<file path="src/design/gvre_pkg.sv">
`default_nettype none

package gvre_pkg;

  typedef enum logic [1:0] {
    StLoad = 2'b01,
    StEval = 2'b10
  } state_e;

  typedef enum logic [1:0] {
    RegFieldPoly = 2'd0,
    RegDataCount = 2'd1,
    RegCodeCount = 2'd2
  } reg_idx_e;

  localparam int CfgW = 7;
  localparam logic [8:0] FieldPolyRst = 9'd283;
  localparam logic [CfgW-1:0] DataCountRst = 7'd16;
  localparam logic [CfgW-1:0] CodeCountRst = 7'd32;

  // default reduction polynomial for a given symbol width
  function automatic logic [15:0] default_poly(input logic [3:0] width);
    logic [15:0] res;
    case (width)
      4'd1:    res = 16'h0003;
      4'd2:    res = 16'h0007;
      4'd3:    res = 16'h000b;
      4'd4:    res = 16'h0013;
      4'd5:    res = 16'h0025;
      4'd6:    res = 16'h0043;
      4'd7:    res = 16'h0083;
      4'd8:    res = 16'h011b;
      4'd9:    res = 16'h0203;
      4'd10:   res = 16'h0409;
      4'd11:   res = 16'h0805;
      4'd12:   res = 16'h1009;
      4'd13:   res = 16'h201b;
      4'd14:   res = 16'h4021;
      4'd15:   res = 16'h8003;
      default: res = 16'h0000;
    endcase
    return res;
  endfunction

endpackage

`default_nettype wire

</file>
<file path="src/design/gf_vandermonde_rs_encoder_top.sv">
// Load: one message symbol per cycle while busy is low; the block starts
// at the transfer of the data_count-th symbol.
// Code symbol k is the message polynomial evaluated at point k, registered behind the message store read port.
// Throughput: one Horner step per cycle over the message store read port; no new block is loaded while busy.
// The receiver cannot stall; each result is shown for one cycle.
// Reset returns the configuration registers to their defaults and drops any partly loaded block.
`default_nettype none

module gf_vandermonde_rs_encoder_top
  import gvre_pkg::*;
#(
  parameter int SYMBOL_BITS = 8,
  parameter int MAX_DATA    = 64,
  parameter int MAX_CODE    = 64
) (
  input  wire logic        clk_i,
  input  wire logic        rst_ni,
  input  wire logic        start,
  output logic             busy,
  input  wire logic [7:0]  data_symbol_i,
  output logic             code_valid_o,
  output logic [7:0]       code_symbol_o,
  output logic [5:0]       code_index_o,
  output logic             last_o,
  input  wire logic        psel,
  input  wire logic        penable,
  input  wire logic        pwrite,
  input  wire logic [3:0]  paddr,
  input  wire logic [31:0] pwdata,
  output logic [31:0]      prdata,
  output logic             pready
);

  localparam int SB = SYMBOL_BITS;
  localparam int AW = (MAX_DATA > 1) ? $clog2(MAX_DATA) : 1;

  function automatic logic [SB-1:0] gf_mul(input logic [SB-1:0] a, input logic [SB-1:0] b,
                                           input logic [SB:0] p);
    logic [2*SB-2:0] prod;
    prod = '0;
    for (int k = 0; k < SB; k++) begin
      if (a[k]) prod = prod ^ ((2*SB-1)'(b) << k);
    end
    for (int k = 2*SB-2; k >= SB; k--) begin
      if (prod[k]) prod = prod ^ ((2*SB-1)'(p) << (k - SB));
    end
    return prod[SB-1:0];
  endfunction

  state_e          state_q, state_d;
  logic [8:0]      field_poly_q;
  logic [CfgW-1:0] data_count_q, code_count_q;
  logic [CfgW-1:0] load_q, j_q, i_q;
  logic [CfgW-1:0] d_eff, c_eff;
  logic [SB:0]     poly_eff;
  logic [SB-1:0]   poly_low;

  logic            cfg_wr, accept, eval;
  logic            ram_we;
  logic [AW-1:0]   ram_waddr, ram_raddr;
  logic [SB-1:0]   ram_wdata, ram_rdata;

  logic            vld_q, first_q, fin_q, lst_q;
  logic [SB-1:0]   pt_q, acc_q, nxt;
  logic [5:0]      idx_q;
  logic            code_valid_q, last_q;
  logic [7:0]      code_symbol_q;
  logic [5:0]      code_index_q;

  assign cfg_wr = psel && penable && pwrite && pready;
  assign pready = 1'b1;
  assign busy   = (state_q == StEval);
  assign eval   = (state_q == StEval);
  assign accept = start && !busy;

  always_comb begin
    d_eff = (data_count_q == '0) ? 7'd1 : data_count_q;
    if ({2'b00, d_eff} > 9'(MAX_DATA)) d_eff = 7'(MAX_DATA);
    c_eff = (code_count_q == '0) ? 7'd1 : code_count_q;
    if ({2'b00, c_eff} > 9'(MAX_CODE)) c_eff = 7'(MAX_CODE);
    if (c_eff < d_eff) c_eff = d_eff;
    if ({2'b00, c_eff} > 9'(MAX_CODE)) c_eff = 7'(MAX_CODE);
  end

  assign poly_low = (field_poly_q == '0) ? SB'(default_poly(4'(SB))) : SB'(field_poly_q);
  assign poly_eff = {1'b1, poly_low};

  always_comb begin
    unique case (reg_idx_e'(paddr[3:2]))
      RegFieldPoly: prdata = 32'(field_poly_q);
      RegDataCount: prdata = 32'(data_count_q);
      RegCodeCount: prdata = 32'(code_count_q);
      default:      prdata = '0;
    endcase
  end

  assign ram_we    = accept;
  assign ram_waddr = AW'(load_q);
  assign ram_wdata = SB'(data_symbol_i);
  assign ram_raddr = AW'(j_q);

  gvre_ram #(
    .WIDTH(SB),
    .DEPTH(MAX_DATA)
  ) u_msg_ram (
    .clk_i  (clk_i),
    .we_i   (ram_we),
    .waddr_i(ram_waddr),
    .wdata_i(ram_wdata),
    .raddr_i(ram_raddr),
    .rdata_o(ram_rdata)
  );

  always_comb begin
    state_d = state_q;
    unique case (state_q)
      StLoad: if (accept && !cfg_wr && (load_q + 7'd1 >= d_eff)) state_d = StEval;
      StEval: if (j_q == '0 && i_q == c_eff - 7'd1) state_d = StLoad;
      default: state_d = StLoad;
    endcase
  end

  always_ff @(posedge clk_i or negedge rst_ni) begin
    if (!rst_ni) begin
      state_q      <= StLoad;
      field_poly_q <= FieldPolyRst;
      data_count_q <= DataCountRst;
      code_count_q <= CodeCountRst;
      load_q       <= '0;
      j_q          <= '0;
      i_q          <= '0;
      vld_q        <= 1'b0;
      code_valid_q <= 1'b0;
      last_q       <= 1'b0;
    end else begin
      state_q <= state_d;
      vld_q   <= eval;
      if (cfg_wr) begin
        unique case (reg_idx_e'(paddr[3:2]))
          RegFieldPoly: field_poly_q <= pwdata[8:0];
          RegDataCount: data_count_q <= pwdata[CfgW-1:0];
          RegCodeCount: code_count_q <= pwdata[CfgW-1:0];
          default: ;
        endcase
        if (paddr[3:2] != 2'd3) load_q <= '0;
      end else if (accept) begin
        if (load_q + 7'd1 >= d_eff) begin
          load_q <= '0;
          j_q    <= d_eff - 7'd1;
          i_q    <= '0;
        end else begin
          load_q <= load_q + 7'd1;
        end
      end
      if (eval) begin
        if (j_q == '0) begin
          j_q <= d_eff - 7'd1;
          i_q <= i_q + 7'd1;
        end else begin
          j_q <= j_q - 7'd1;
        end
      end
      code_valid_q <= vld_q && fin_q;
      last_q       <= vld_q && fin_q && lst_q;
    end
  end

  assign nxt = gf_mul(first_q ? '0 : acc_q, pt_q, poly_eff) ^ ram_rdata;

  always_ff @(posedge clk_i) begin
    first_q <= (j_q == d_eff - 7'd1);
    fin_q   <= (j_q == '0);
    lst_q   <= (i_q == c_eff - 7'd1);
    pt_q    <= SB'(i_q);
    idx_q   <= i_q[5:0];
    if (vld_q) begin
      acc_q <= nxt;
    end
    if (vld_q && fin_q) begin
      code_symbol_q <= 8'(nxt);
      code_index_q  <= idx_q;
    end
  end

  assign code_valid_o  = code_valid_q;
  assign code_symbol_o = code_symbol_q;
  assign code_index_o  = code_index_q;
  assign last_o        = last_q;

endmodule

`default_nettype wire

</file>
<file path="src/design/gvre_ram.sv">
`default_nettype none

module gvre_ram #(
  parameter int WIDTH = 8,
  parameter int DEPTH = 64,
  localparam int AW = (DEPTH > 1) ? $clog2(DEPTH) : 1
) (
  input  wire logic             clk_i,
  input  wire logic             we_i,
  input  wire logic [AW-1:0]    waddr_i,
  input  wire logic [WIDTH-1:0] wdata_i,
  input  wire logic [AW-1:0]    raddr_i,
  output logic      [WIDTH-1:0] rdata_o
);

  logic [WIDTH-1:0] mem_q [DEPTH];
  logic [WIDTH-1:0] rdata_q;

  always_ff @(posedge clk_i) begin
    if (we_i) begin
      mem_q[waddr_i] <= wdata_i;
    end
    rdata_q <= mem_q[raddr_i];
  end

  assign rdata_o = rdata_q;

endmodule

`default_nettype wire

</file>
<file path="config.mk">
export PLATFORM = sky130hd
export DESIGN_NAME = gf_vandermonde_rs_encoder_top
export DESIGN_NICKNAME = d
export VERILOG_FILES = /design/src/design/gvre_pkg.sv /design/src/design/gf_vandermonde_rs_encoder_top.sv /design/src/design/gvre_ram.sv
export SDC_FILE = /design/constraint.sdc
export NUM_CORES = 1
export LEC_CHECK = 0
export BUFFER_PORTS_ARGS = -buffer_cell sky130_fd_sc_hd__buf_2
export CAP_MARGIN = 20
export CORE_ASPECT_RATIO = 1.75
export CORE_MARGIN = 4
export CORE_UTILIZATION = 35
export DETAILED_ROUTE_END_ITERATION = 8
export PLACE_DENSITY_LB_ADDON = 0.3
export SYNTH_ARGS = -nofsm -noshare
export SYNTH_HDL_FRONTEND = slang
export SYNTH_SLANG_ARGS = --single-unit
</file>
<file path="constraint.sdc">
create_clock -name clk_i -period 3.7 [get_ports clk_i]
set_clock_uncertainty 0.1 [all_clocks]
set_input_delay 0.555 -clock clk_i [delete_from_list [all_inputs] [get_ports clk_i]]
set_output_delay 0.555 -clock clk_i [all_outputs]
set_load 0.03 [all_outputs]
</file>
# Word level (Yosys, flattened, before mapping)
# Memories as Yosys holds them, arrays and structs flattened. A register that Yosys moved wholly into a read port is not among the register bits.
# Cells that the tools add are included.
# W data, S select, Z words.
[totals]
ff_bits = 87
ramBits = 512
in_bits = 50
output_inout_bits = 50
word_cells = 122
n_memories = 1
[mem_list]
columns = ["memory", "depth", "width", "rd", "rd_ports_with_merged_regs", "write_ports", "line_no", "source"]
rows = [
  ["u_msg_ram.mem_q", 64, 8, 1, 1, 1, "gvre_ram.sv:16", "logic [WIDTH-1:0] mem_q [DEPTH];"],
]
[op_classes]
addsub = 5
order_cmp = 5
n_eq_ne = 11
n_mux = 43
bitwise_logic = 15
n_reduce_logical = 24
[op_table]
columns = ["operator", "n"]
rows = [
  ["$mux W7", 21],
  ["$mux W15", 7],
  ["$pmux W9 S3", 1],
  ["$mux W8", 3],
  ["$gt A7 B7 Y1 const B", 3],
  ["$logic_not A7 Y1", 3],
  ["$sub A7 B1 Y7 const B", 3],
  ["$xor A8 B8 Y8", 2],
  ["$xor A15 B10 Y15", 1],
  ["$xor A15 B11 Y15", 1],
  ["$xor A15 B12 Y15", 1],
  ["$xor A15 B13 Y15", 1],
  ["$xor A15 B14 Y15", 1],
  ["$xor A15 B8 Y15", 1],
  ["$xor A15 B9 Y15", 1],
  ["$add A7 B1 Y7 const B", 2],
  ["$eq A7 B7 Y1", 2],
  ["$mux W14", 1],
  ["$xor A14 B14 Y14", 1],
  ["$mux W13", 1],
  ["$xor A13 B13 Y13", 1],
  ["$mux W12", 1],
  ["$xor A12 B12 Y12", 1],
  ["$mux W11", 1],
  ["other kinds (21)", 42],
]

# Depth between registers and ports, before layout
# Gate-level depths: netlist (run 1).
[logic_depth]
word_depth = 31
ltp_mapped = 18
mapped_depth_nobuf = 17

# Modules after synthesis
# From an unflattened synthesis (run 1), not the netlist that was laid out.
[hier_totals]
cells_unflattened = 1656
hier_area_um2 = 26426.6
[modules_own_cells]
columns = ["mod", "n_inst", "cells_per_inst", "area_per_inst_um2", "seq_area_each_um2"]
rows = [
  ["gvre_ram", 1, 940, 20166.8, 15534.9],
  ["gf_vandermonde_rs_encoder_top", 1, 716, 6259.8, 2097.0],
]

# Least setup slack after synthesis (run 1)
# No wires, ideal clock.
[synth_timing]
path_kind = "reg2reg"
startpoint = "register data_count_q[6]"
endpoint = "register state_q[1]"
arrival_ns = 3.553
required_time_ns = 3.470
setup_slack_ns = -0.083
path_stages_with_launch = 16
cell_sequence = "dfrtp_1 clkbuf_1 inv_1 nand2_1 ha_1 a21o_1 a21o_1 a221oi_4 clkbuf_1 a21oi_1 ha_1 or4b_1 o21ai_1 a21oi_1 nor3_2 a31oi_1"
[synth_via]
elab_chain_cells = 13
elab_cells_between_ends = 16
[synth_rtl]
columns = ["item", "line_no", "source"]
rows = [
  ["start: declaration", "gf_vandermonde_rs_encoder_top.sv:52", "logic [CfgW-1:0] data_count_q, code_count_q;"],
  ["start signal: assignment", "gf_vandermonde_rs_encoder_top.sv:127", "data_count_q <= DataCountRst;"],
  ["start signal: assignment", "gf_vandermonde_rs_encoder_top.sv:141", "RegDataCount: data_count_q <= pwdata[CfgW-1:0];"],
  ["$logic_not A7 Y1", "gf_vandermonde_rs_encoder_top.sv:77", "d_eff = (data_count_q == '0) ? 7'd1 : data_count_q;"],
  ["$mux W7 *", "gf_vandermonde_rs_encoder_top.sv:77", ""],
  ["$gt A7 B7 Y1", "gf_vandermonde_rs_encoder_top.sv:78", "if ({2'b00, d_eff} > 9'(MAX_DATA)) d_eff = 7'(MAX_DATA);"],
  ["$mux W7 *", "gf_vandermonde_rs_encoder_top.sv:78", ""],
  ["$lt A7 B7 Y1", "gf_vandermonde_rs_encoder_top.sv:81", "if (c_eff < d_eff) c_eff = d_eff;"],
  ["$mux W7", "gf_vandermonde_rs_encoder_top.sv:81", ""],
  ["$gt A7 B7 Y1", "gf_vandermonde_rs_encoder_top.sv:82", "if ({2'b00, c_eff} > 9'(MAX_CODE)) c_eff = 7'(MAX_CODE);"],
  ["$mux W7", "gf_vandermonde_rs_encoder_top.sv:82", ""],
  ["$sub A7 B1 Y7", "gf_vandermonde_rs_encoder_top.sv:118", "StEval: if (j_q == '0 && i_q == c_eff - 7'd1) state_d = StLoad;"],
  ["$eq A7 B7 Y1", "gf_vandermonde_rs_encoder_top.sv:118", ""],
  ["$logic_and A1 B1 Y1", "gf_vandermonde_rs_encoder_top.sv:118", ""],
  ["$ne A2 B1 Y1 (no source line)", "--", ""],
  ["$reduce_and A2 Y1 (no source line) *", "--", ""],
  ["end signal: assignment", "gf_vandermonde_rs_encoder_top.sv:125", "state_q <= StLoad;"],
  ["end signal: assignment", "gf_vandermonde_rs_encoder_top.sv:136", "state_q <= state_d;"],
  ["end: declaration", "gf_vandermonde_rs_encoder_top.sv:50", "state_e state_q, state_d;"],
]
# Every way passes the cells marked *; elsewhere a longest branch is shown, timed or not.
# A chain may end at the register's enable or synchronous reset.

# Worst setup path after layout (run 1)
[layout_timing]
startpoint = "register acc_q[7]"
endpoint = "register acc_q[1], data pin"
[layout_via]
elab_chain_cells = 17
[layout_rtl]
columns = ["item", "line_no", "source"]
rows = [
  ["start: declaration", "gf_vandermonde_rs_encoder_top.sv:64", "logic [SB-1:0] pt_q, acc_q, nxt;"],
  ["start signal: assignment", "gf_vandermonde_rs_encoder_top.sv:177", "acc_q <= nxt;"],
  ["$mux W8 *", "gf_vandermonde_rs_encoder_top.sv:168", "assign nxt = gf_mul(first_q ? '0 : acc_q, pt_q, poly_eff) ^ ram_rdata;"],
  ["$mux W15 *", "gf_vandermonde_rs_encoder_top.sv:42", "if (a[k]) prod = prod ^ ((2*SB-1)'(b) << k);"],
  ["$xor A14 B14 Y14", "gf_vandermonde_rs_encoder_top.sv:45", "if (prod[k]) prod = prod ^ ((2*SB-1)'(p) << (k - SB));"],
  ["$mux W14 *", "gf_vandermonde_rs_encoder_top.sv:45", ""],
  ["$xor A13 B13 Y13", "gf_vandermonde_rs_encoder_top.sv:45", ""],
  ["$mux W13 *", "gf_vandermonde_rs_encoder_top.sv:45", ""],
  ["$xor A12 B12 Y12", "gf_vandermonde_rs_encoder_top.sv:45", ""],
  ["$mux W12 *", "gf_vandermonde_rs_encoder_top.sv:45", ""],
  ["[2 not listed]", "--", ""],
  ["$xor A10 B10 Y10", "gf_vandermonde_rs_encoder_top.sv:45", ""],
  ["$mux W10 *", "gf_vandermonde_rs_encoder_top.sv:45", ""],
  ["$xor A9 B9 Y9", "gf_vandermonde_rs_encoder_top.sv:45", ""],
  ["$mux W9 *", "gf_vandermonde_rs_encoder_top.sv:45", ""],
  ["$xor A8 B8 Y8", "gf_vandermonde_rs_encoder_top.sv:45", ""],
  ["$mux W8 *", "gf_vandermonde_rs_encoder_top.sv:45", ""],
  ["$xor A8 B8 Y8 *", "gf_vandermonde_rs_encoder_top.sv:168", ""],
  ["net nxt[1]", "gf_vandermonde_rs_encoder_top.sv:64", ""],
]
# The timed path passes the listed nets; every way through them passes the cells marked *.

==> results.cfg, run 1 <==
[worst_setup_path]
slowest_stage = edfxtp_1
crit_chain = a21bo_2 > a32oi_2 > and2_4 > mux2i_1 > o211a_2 > mux2i_4 > mux2i_1 > nand2_2 > xnor2_4 > mux2_4 > a211oi_4 > xnor2_2
required_ps = 3950
cp_max_fo = 8
path_buf_inv = 0
critPathArrivalTime_ps = 3950
r2r_end = acc_q[1]
worstSetupPathType = reg2reg
rr_startpoint = acc_q[7]
crit_top_cell = mux2i_1
regToRegSetupSlack_ps = -5
cp-end-kind = flop
cp-start-kind = flop
critical_path.max_stage_delay_ps = 530
startpoint = acc_q[7]
cp_top_family = multiplexers
reg2regPathDepth = 12

[final_layout]
layout.cells.non_filler = 2686
fill_cells = 6567
ff_latch_area_um2 = 17600
antennaDiodeCount = 0
layout-drive-gt1-share_pct = 31.0
multi_input_area_um2 = 8070
synthToLayoutAreaGrowth_pct = 16.6
nets = 1775
final_util_pct = 41.1

[hold_path]
worstHoldPathCells = 2
holdPathEnd = field_poly_q[8]
min_from = pwdata[8]
hp-class = in2reg

[yosys]
synthCells = 1523
yosysTopAreaCell = edfxtp_1
synth_compound_area_share_pct = 3.36
yosysSeqAreaShare_pct = 67.7
synth_top_family_by_area = multiplexers
ys.flop_type = edfxtp_1
synth.area.mux_share_pct = 16.1
syn-cell-area_um2 = 26000
synth_edf_count = 534
yosys_register_bits = 601
synth_adder_area_share_pct = 0.913
netlist.area_leader.share_pct = 61.6
ys.warnings.count = 0
syn_area_per_cell_um2 = 17.1
yosys.area_share.simple_pct = 5.94
netlist_top_cells_count = 534 x edfxtp_1, 168 x mux4_2, 123 x nor2_1
synthDistinctLibCells = 77
synth_most_common_cell = edfxtp_1
postSynth.asyncResetShare_pct = 8.15
synthTopCellsByArea = edfxtp_1 62%, mux4_2 15%, dfrtp_1 3.9%, xnor2_1 2.6%, nor2_1 1.8%
yosys.area_share.xor_xnor_pct = 3.67

[place]
gp_congestion = 0.845
dp.cells = 2580
place_hpwl_mm = 44.1
numPortBuffers = 50

[clock_tree]
cts_tree = yes
insertion_delay_ps = 620
cts_num_sinks = 601
clk_pin_slew_ps = 70
htreeDepth = 2
cts_buffers = 52
cts_buffer_depth = 3
cts_root_buf = clkbuf_16

[pwr]
p_leak_nw = 10.3
power.density_nw_per_um2 = 641
peakVddDrop_uv = 384
p_total_w = 0.0195

[sta]
fmax_mhz = 270
worst_pin_slew_ps = 1010
final-hold-violation-count = 0
finalCriticalPeriod_ps = 3700
finalSetupTns_ps = -5.53
relSlewSlack_pct = 32.9
setup_violations = 2
fin_ws_ps = -4.82
rsz0062_at_grt = true
finalCritPeriodShare_pct = 100
drv_slew = 0

[floorplanning]
pin_count = 100
initial_core_util_pct = 35.3
num_rows = 132
core_um2 = 73800
die-area_um2 = 79000
die_w_um = 214
die_height_um = 369

[run_status]
violations = setup timing
status = finished, violations left

[grt]
antenna_found_initial = 0
grt_pass1_wl_mm = 95.3
grt_pass1_vias = 14694
grt_use_total_pct = 15.8
overflow = 0
grt_max_degree = 65

[route]
vias = 14018
wirelength_mm = 63.7
antenna_left = 0
viasPerCell = 5.22
drt_first_pass_iters = 5
drt_iter0_markers = 978
drc = 0
wire_per_inst_um = 23.7

[run]
drv_cap = 0
-- worst max-delay path by stage --
stage | end | slack (ps) | cells past startpoint
5_1_grt | acc_q[1] | -80 | 12
2_1_floorplan | state_q[1] | 10 | 15
3_3_place_gp | acc_q[1] | -140 | 12
3_5_place_dp | acc_q[1] | -190 | 12
6_report | acc_q[1] | -5 | 12
4_1_cts | acc_q[1] | -50 | 14
-- state kept, by name, summed over array words and instances (netlist names), 2 cells and up --
| name | count |
|---|---|
| code_symbol_o | 8 |
| pt_q | 2 |
| acc_q | 8 |
| j_q | 7 |
| data_count_q | 7 |
| code_index_o | 6 |
| idx_q | 5 |
| u_msg_ram.mem_q | 512 |
| field_poly_q | 9 |
| load_q | 7 |
| u_msg_ram.rdata_o | 8 |
| state_q | 2 |
| i_q | 7 |
| code_count_q | 7 |
-- metrics by stage --
step	hold WS (ps)	cell area (µm²)	worst slack, ps
floorplan	159	26100	9.91
global placement	390	28300	-139
detailed placement	388	28300	-190
CTS	64.0	30100	-48.3
global route	83.6	30400	-79.4
finish	93.5	30400	-4.82
-- cell usage in the layout (no fill, tap or decap), types with 7 or more instances in the layout --
master / count
o21ai_0: 40
buf_4: 147
buf_2: 51
conb_1: 24
nor3_1: 9
dfxtp_1: 17
mux4_2: 168
nand3_1: 14
xor2_1: 24
clkbuf_16: 52
nor2b_1: 18
dfstp_2: 8
edfxtp_1: 534
bufinv_16: 7
dfrtp_1: 36
xnor2_1: 72
inv_1: 16
clkinv_2: 9
buf_12: 11
and2_1: 8
nand2_1: 96
mux2_2: 21
mux2i_1: 15
nor2_1: 122
nand2b_1: 8
o21ai_1: 8
and3_1: 12
ha_1: 19
a21oi_1: 29
-- final cells by class --
| class | instances | area share (%) |
|---|---|---|
| Timing Repair Buffer | 213 | 5.34 |
| Clock buffer | 60 | 4.45 |
| Tap cell | 938 | 3.87 |
| Sequential cell | 601 | 58.1 |
| Clock inverter | 36 | 1.44 |
| Inverter | 18 | 0.223 |
| Multi-Input combinational cell | 820 | 26.6 |
-- layer usage --
metal / part of all wire (%) / vias up / GRT usage, %
met5: 0 / - / 0
met4: 3.7 / 0 / 5.51
met3: 3.2 / 108 / 1.66
met2: 58 / 334 / 31.8
met1: 36 / 7334 / 17.0
li1: - / 6242 / -
-- repair_timing --
| action | CTS | global route |
|---|---|---|
| hold endpoints to repair | 30 | 0 |
| gates cloned | 0 | 1 |
| pin swaps | 8 | 11 |
| hold buffers | 1 | 0 |
| resized for setup | 13 | 27 |
| setup buffers | 1 | 3 |
| endpoints found under the setup margin | 12 | 29 |
-- cell families after synthesis --
family | Yosys count
compound gates | 135
xor+xnor | 105
buf+inv | 124
fa+ha+maj | 19
other cells | 2
mux | 206
simple gates | 331
flops | 601
-- power by group --
part	internal [W]	total, W	switching (W)
clock network	0.00316	0.00569	0.00253
logic	0.00264	0.00549	0.00286
registers	0.00777	0.00827	0.000494
total	0.0136	0.0195	0.00588
Power figures use the tool's default switching activity.
==> run 2, diff against run 1 <==
CORE_ASPECT_RATIO = 0.5   (was 1.75)
CORE_UTILIZATION = 56   (was 35)
GPL_TIMING_DRIVEN = 0   (was default)
==> results.cfg, run 2 (synthesis gave the netlist of run 1 again) <==
[final_layout]
layout-drive-gt1-share_pct = 27.6
largestRegisters = u_msg_ram.mem_q x512, field_poly_q x9
antennaDiodeCount = 0
finalInstanceArea_um2 = 29700
largest-register = u_msg_ram.mem_q
synthToLayoutAreaGrowth_pct = 14.0
mostFrequentLayoutCells = 534 x edfxtp_1, 168 x mux4_2, 121 x nor2_1
nets = 1758
largest_register_ff_count = 512
layout_commonest_cell = edfxtp_1

[pwr]
power_frac_comb_pct = 30.3
p_leak_nw = 10.0
p_switching_w = 0.00586
peakVddDrop_uv = 342
p_int_w = 0.0133
power.density_nw_per_um2 = 647
pwr-share-seq_pct = 41.8
switching_share_pct = 30.6
pwr-share-clk_pct = 27.9

[sta]
fin_hold_ws_ps = 101
finalCritPeriodShare_pct = 100
worst_pin_slew_ps = 972
final-hold-violation-count = 0
relSlewSlack_pct = 35.2
fin_ws_ps = -6.04
finalCriticalPeriod_ps = 3710
drv_slew = 0
finalSetupTns_ps = -9.97
setup_violations = 2
fmax_mhz = 270
rsz0062_at_grt = true

[place]
gp_congestion = 0.926
post_dp_cell_area_um2 = 27200
dp_slack_ps = -562
place_hpwl_mm = 39.0
numPortBuffers = 50

[clock_tree]
htreeDepth = 2
cts_tree = yes
insertion_delay_ps = 590
cts_num_sinks = 601
clk_pin_slew_ps = 70
cts_buffers = 51
cts_root_buf = clkbuf_16
cts_buffer_depth = 3

[route]
drt_first_pass_iters = 6
wire_per_inst_um = 25.5
viasPerCell = 6.23
vias = 14701
drc = 0
drt_iter0_markers = 2222
antenna_left = 0
wirelength_mm = 60.1

[worst_setup_path]
path_buf_inv = 2
critical_path.max_stage_delay_ps = 420
cp_max_fo = 4
cp_top_family = multiplexers
worstSetupPathType = reg2reg
cp-end-kind = flop
cp-start-kind = flop
critPathArrivalTime_ps = 3930
crit_chain = buf_4 > a21bo_2 > a32oi_4 > and2_0 > buf_4 > mux2i_2 > o211a_4 > mux2i_4 > mux2i_1 > nand2_2 > xnor2_2 > mux2_4 > a211oi_4 > xnor2_2
slowest_stage = dfrtp_1
required_ps = 3930

[grt]
grt_use_total_pct = 23.8
grt_max_degree = 65
antenna_found_initial = 2
grt_pass1_wl_mm = 90.4
grt_pass1_vias = 14368
overflow = 0

[floorplanning]
die_w_um = 313
num_rows = 55
pin_count = 100
die-area_um2 = 50200
die_height_um = 160
core_um2 = 45600
initial_core_util_pct = 57.2

[hold_path]
hp-class = in2reg

[run_status]
violations = setup timing
status = finished, violations left

[run]
drv_cap = 0
==> run 2: cell count changes in the layout (fill, tap and decap cells not counted), sizes merged <==
cell	before	now
clkinv	18	27
inv	22	19
clkinvlp	7	2
clkdlybuf4s15	0	9
clkbuf	60	100
buf	212	148
bufinv	7	4
==> run 2: metal layers <==
| layer | global-route usage [%] | vias to the layer above | routed length [µm] |
|---|---|---|---|
| li1 | - | 6227 | - |
| met1 | 34.7 | 7532 | 24000 |
| met2 | 38.0 | 843 | 28900 |
| met3 | 4.99 | 99 | 6010 |
| met4 | 5.22 | 0 | 1230 |
| met5 | 0 | - | 0 |
==> run 2: final cells by class <==
class	count	area (µm²)
Sequential cell	601	17600
Fill cell	3033	15900
Multi-Input combinational cell	820	8180
Clock buffer	61	1370
Tap cell	627	785
Timing Repair Buffer	97	721
Buffer	100	616
Clock inverter	34	304
Inverter	18	72.6
==> run 2: through the flow <==
stage,utilization [%],instances,power (W)
after detailed placement,59.7,2223,0.0134
final,65.1,2358,0.0192
after global routing,65.1,2358,0.0199
after global placement,59.6,2222,0.0133
after floorplan,-,1545,0.0118
after CTS,63.9,2326,0.0189
==> run 2: final timing paths <==
check,cells past startpoint,endpoint,from,slack (ps)
min in group asynchronous,2,code_count_q[6],rst_ni,410
max in group asynchronous,3,data_count_q[4],rst_ni,2470
setup reg to reg,14,code_symbol_o[1],field_poly_q[7],-6
setup / recovery,14,code_symbol_o[1],field_poly_q[7],-6
hold / removal,2,field_poly_q[8],pwdata[8],100
hold reg to reg,0,pt_q[5],i_q[5],300
==> run 2: power by group through the flow <==
stage	clock network [W]	registers, W	logic [W]
3_3_place_gp	0	0.00811	0.00518
3_5_place_dp	0	0.00813	0.00529
6_report	0.00535	0.00802	0.00581
4_1_cts	0.00542	0.00801	0.00544
5_1_grt	0.00575	0.00805	0.00613
2_1_floorplan	0	0.00805	0.00374
==> run 2: worst reg2reg max path, stage by stage, from the launching register on <==
cell      delay (ps)
dfrtp_1          420
buf_4            150
a21bo_2          220
a32oi_4          230
and2_0           200
buf_4            140
mux2i_2          210
o211a_4          210
mux2i_4          320
mux2i_1          250
nand2_2          100
xnor2_2          220
mux2_4           340
a211oi_4         220
xnor2_2          120
==> run 2: what timing repair did <==
action | in CTS | in global routing
endpoints found under the hold margin | 0 | 16
resized for setup | 55 | 55
hold buffers | 0 | 1
setup buffers | 13 | 21
setup endpoints to repair | 39 | 28
cloned | 0 | 1
pin swaps | 13 | 18
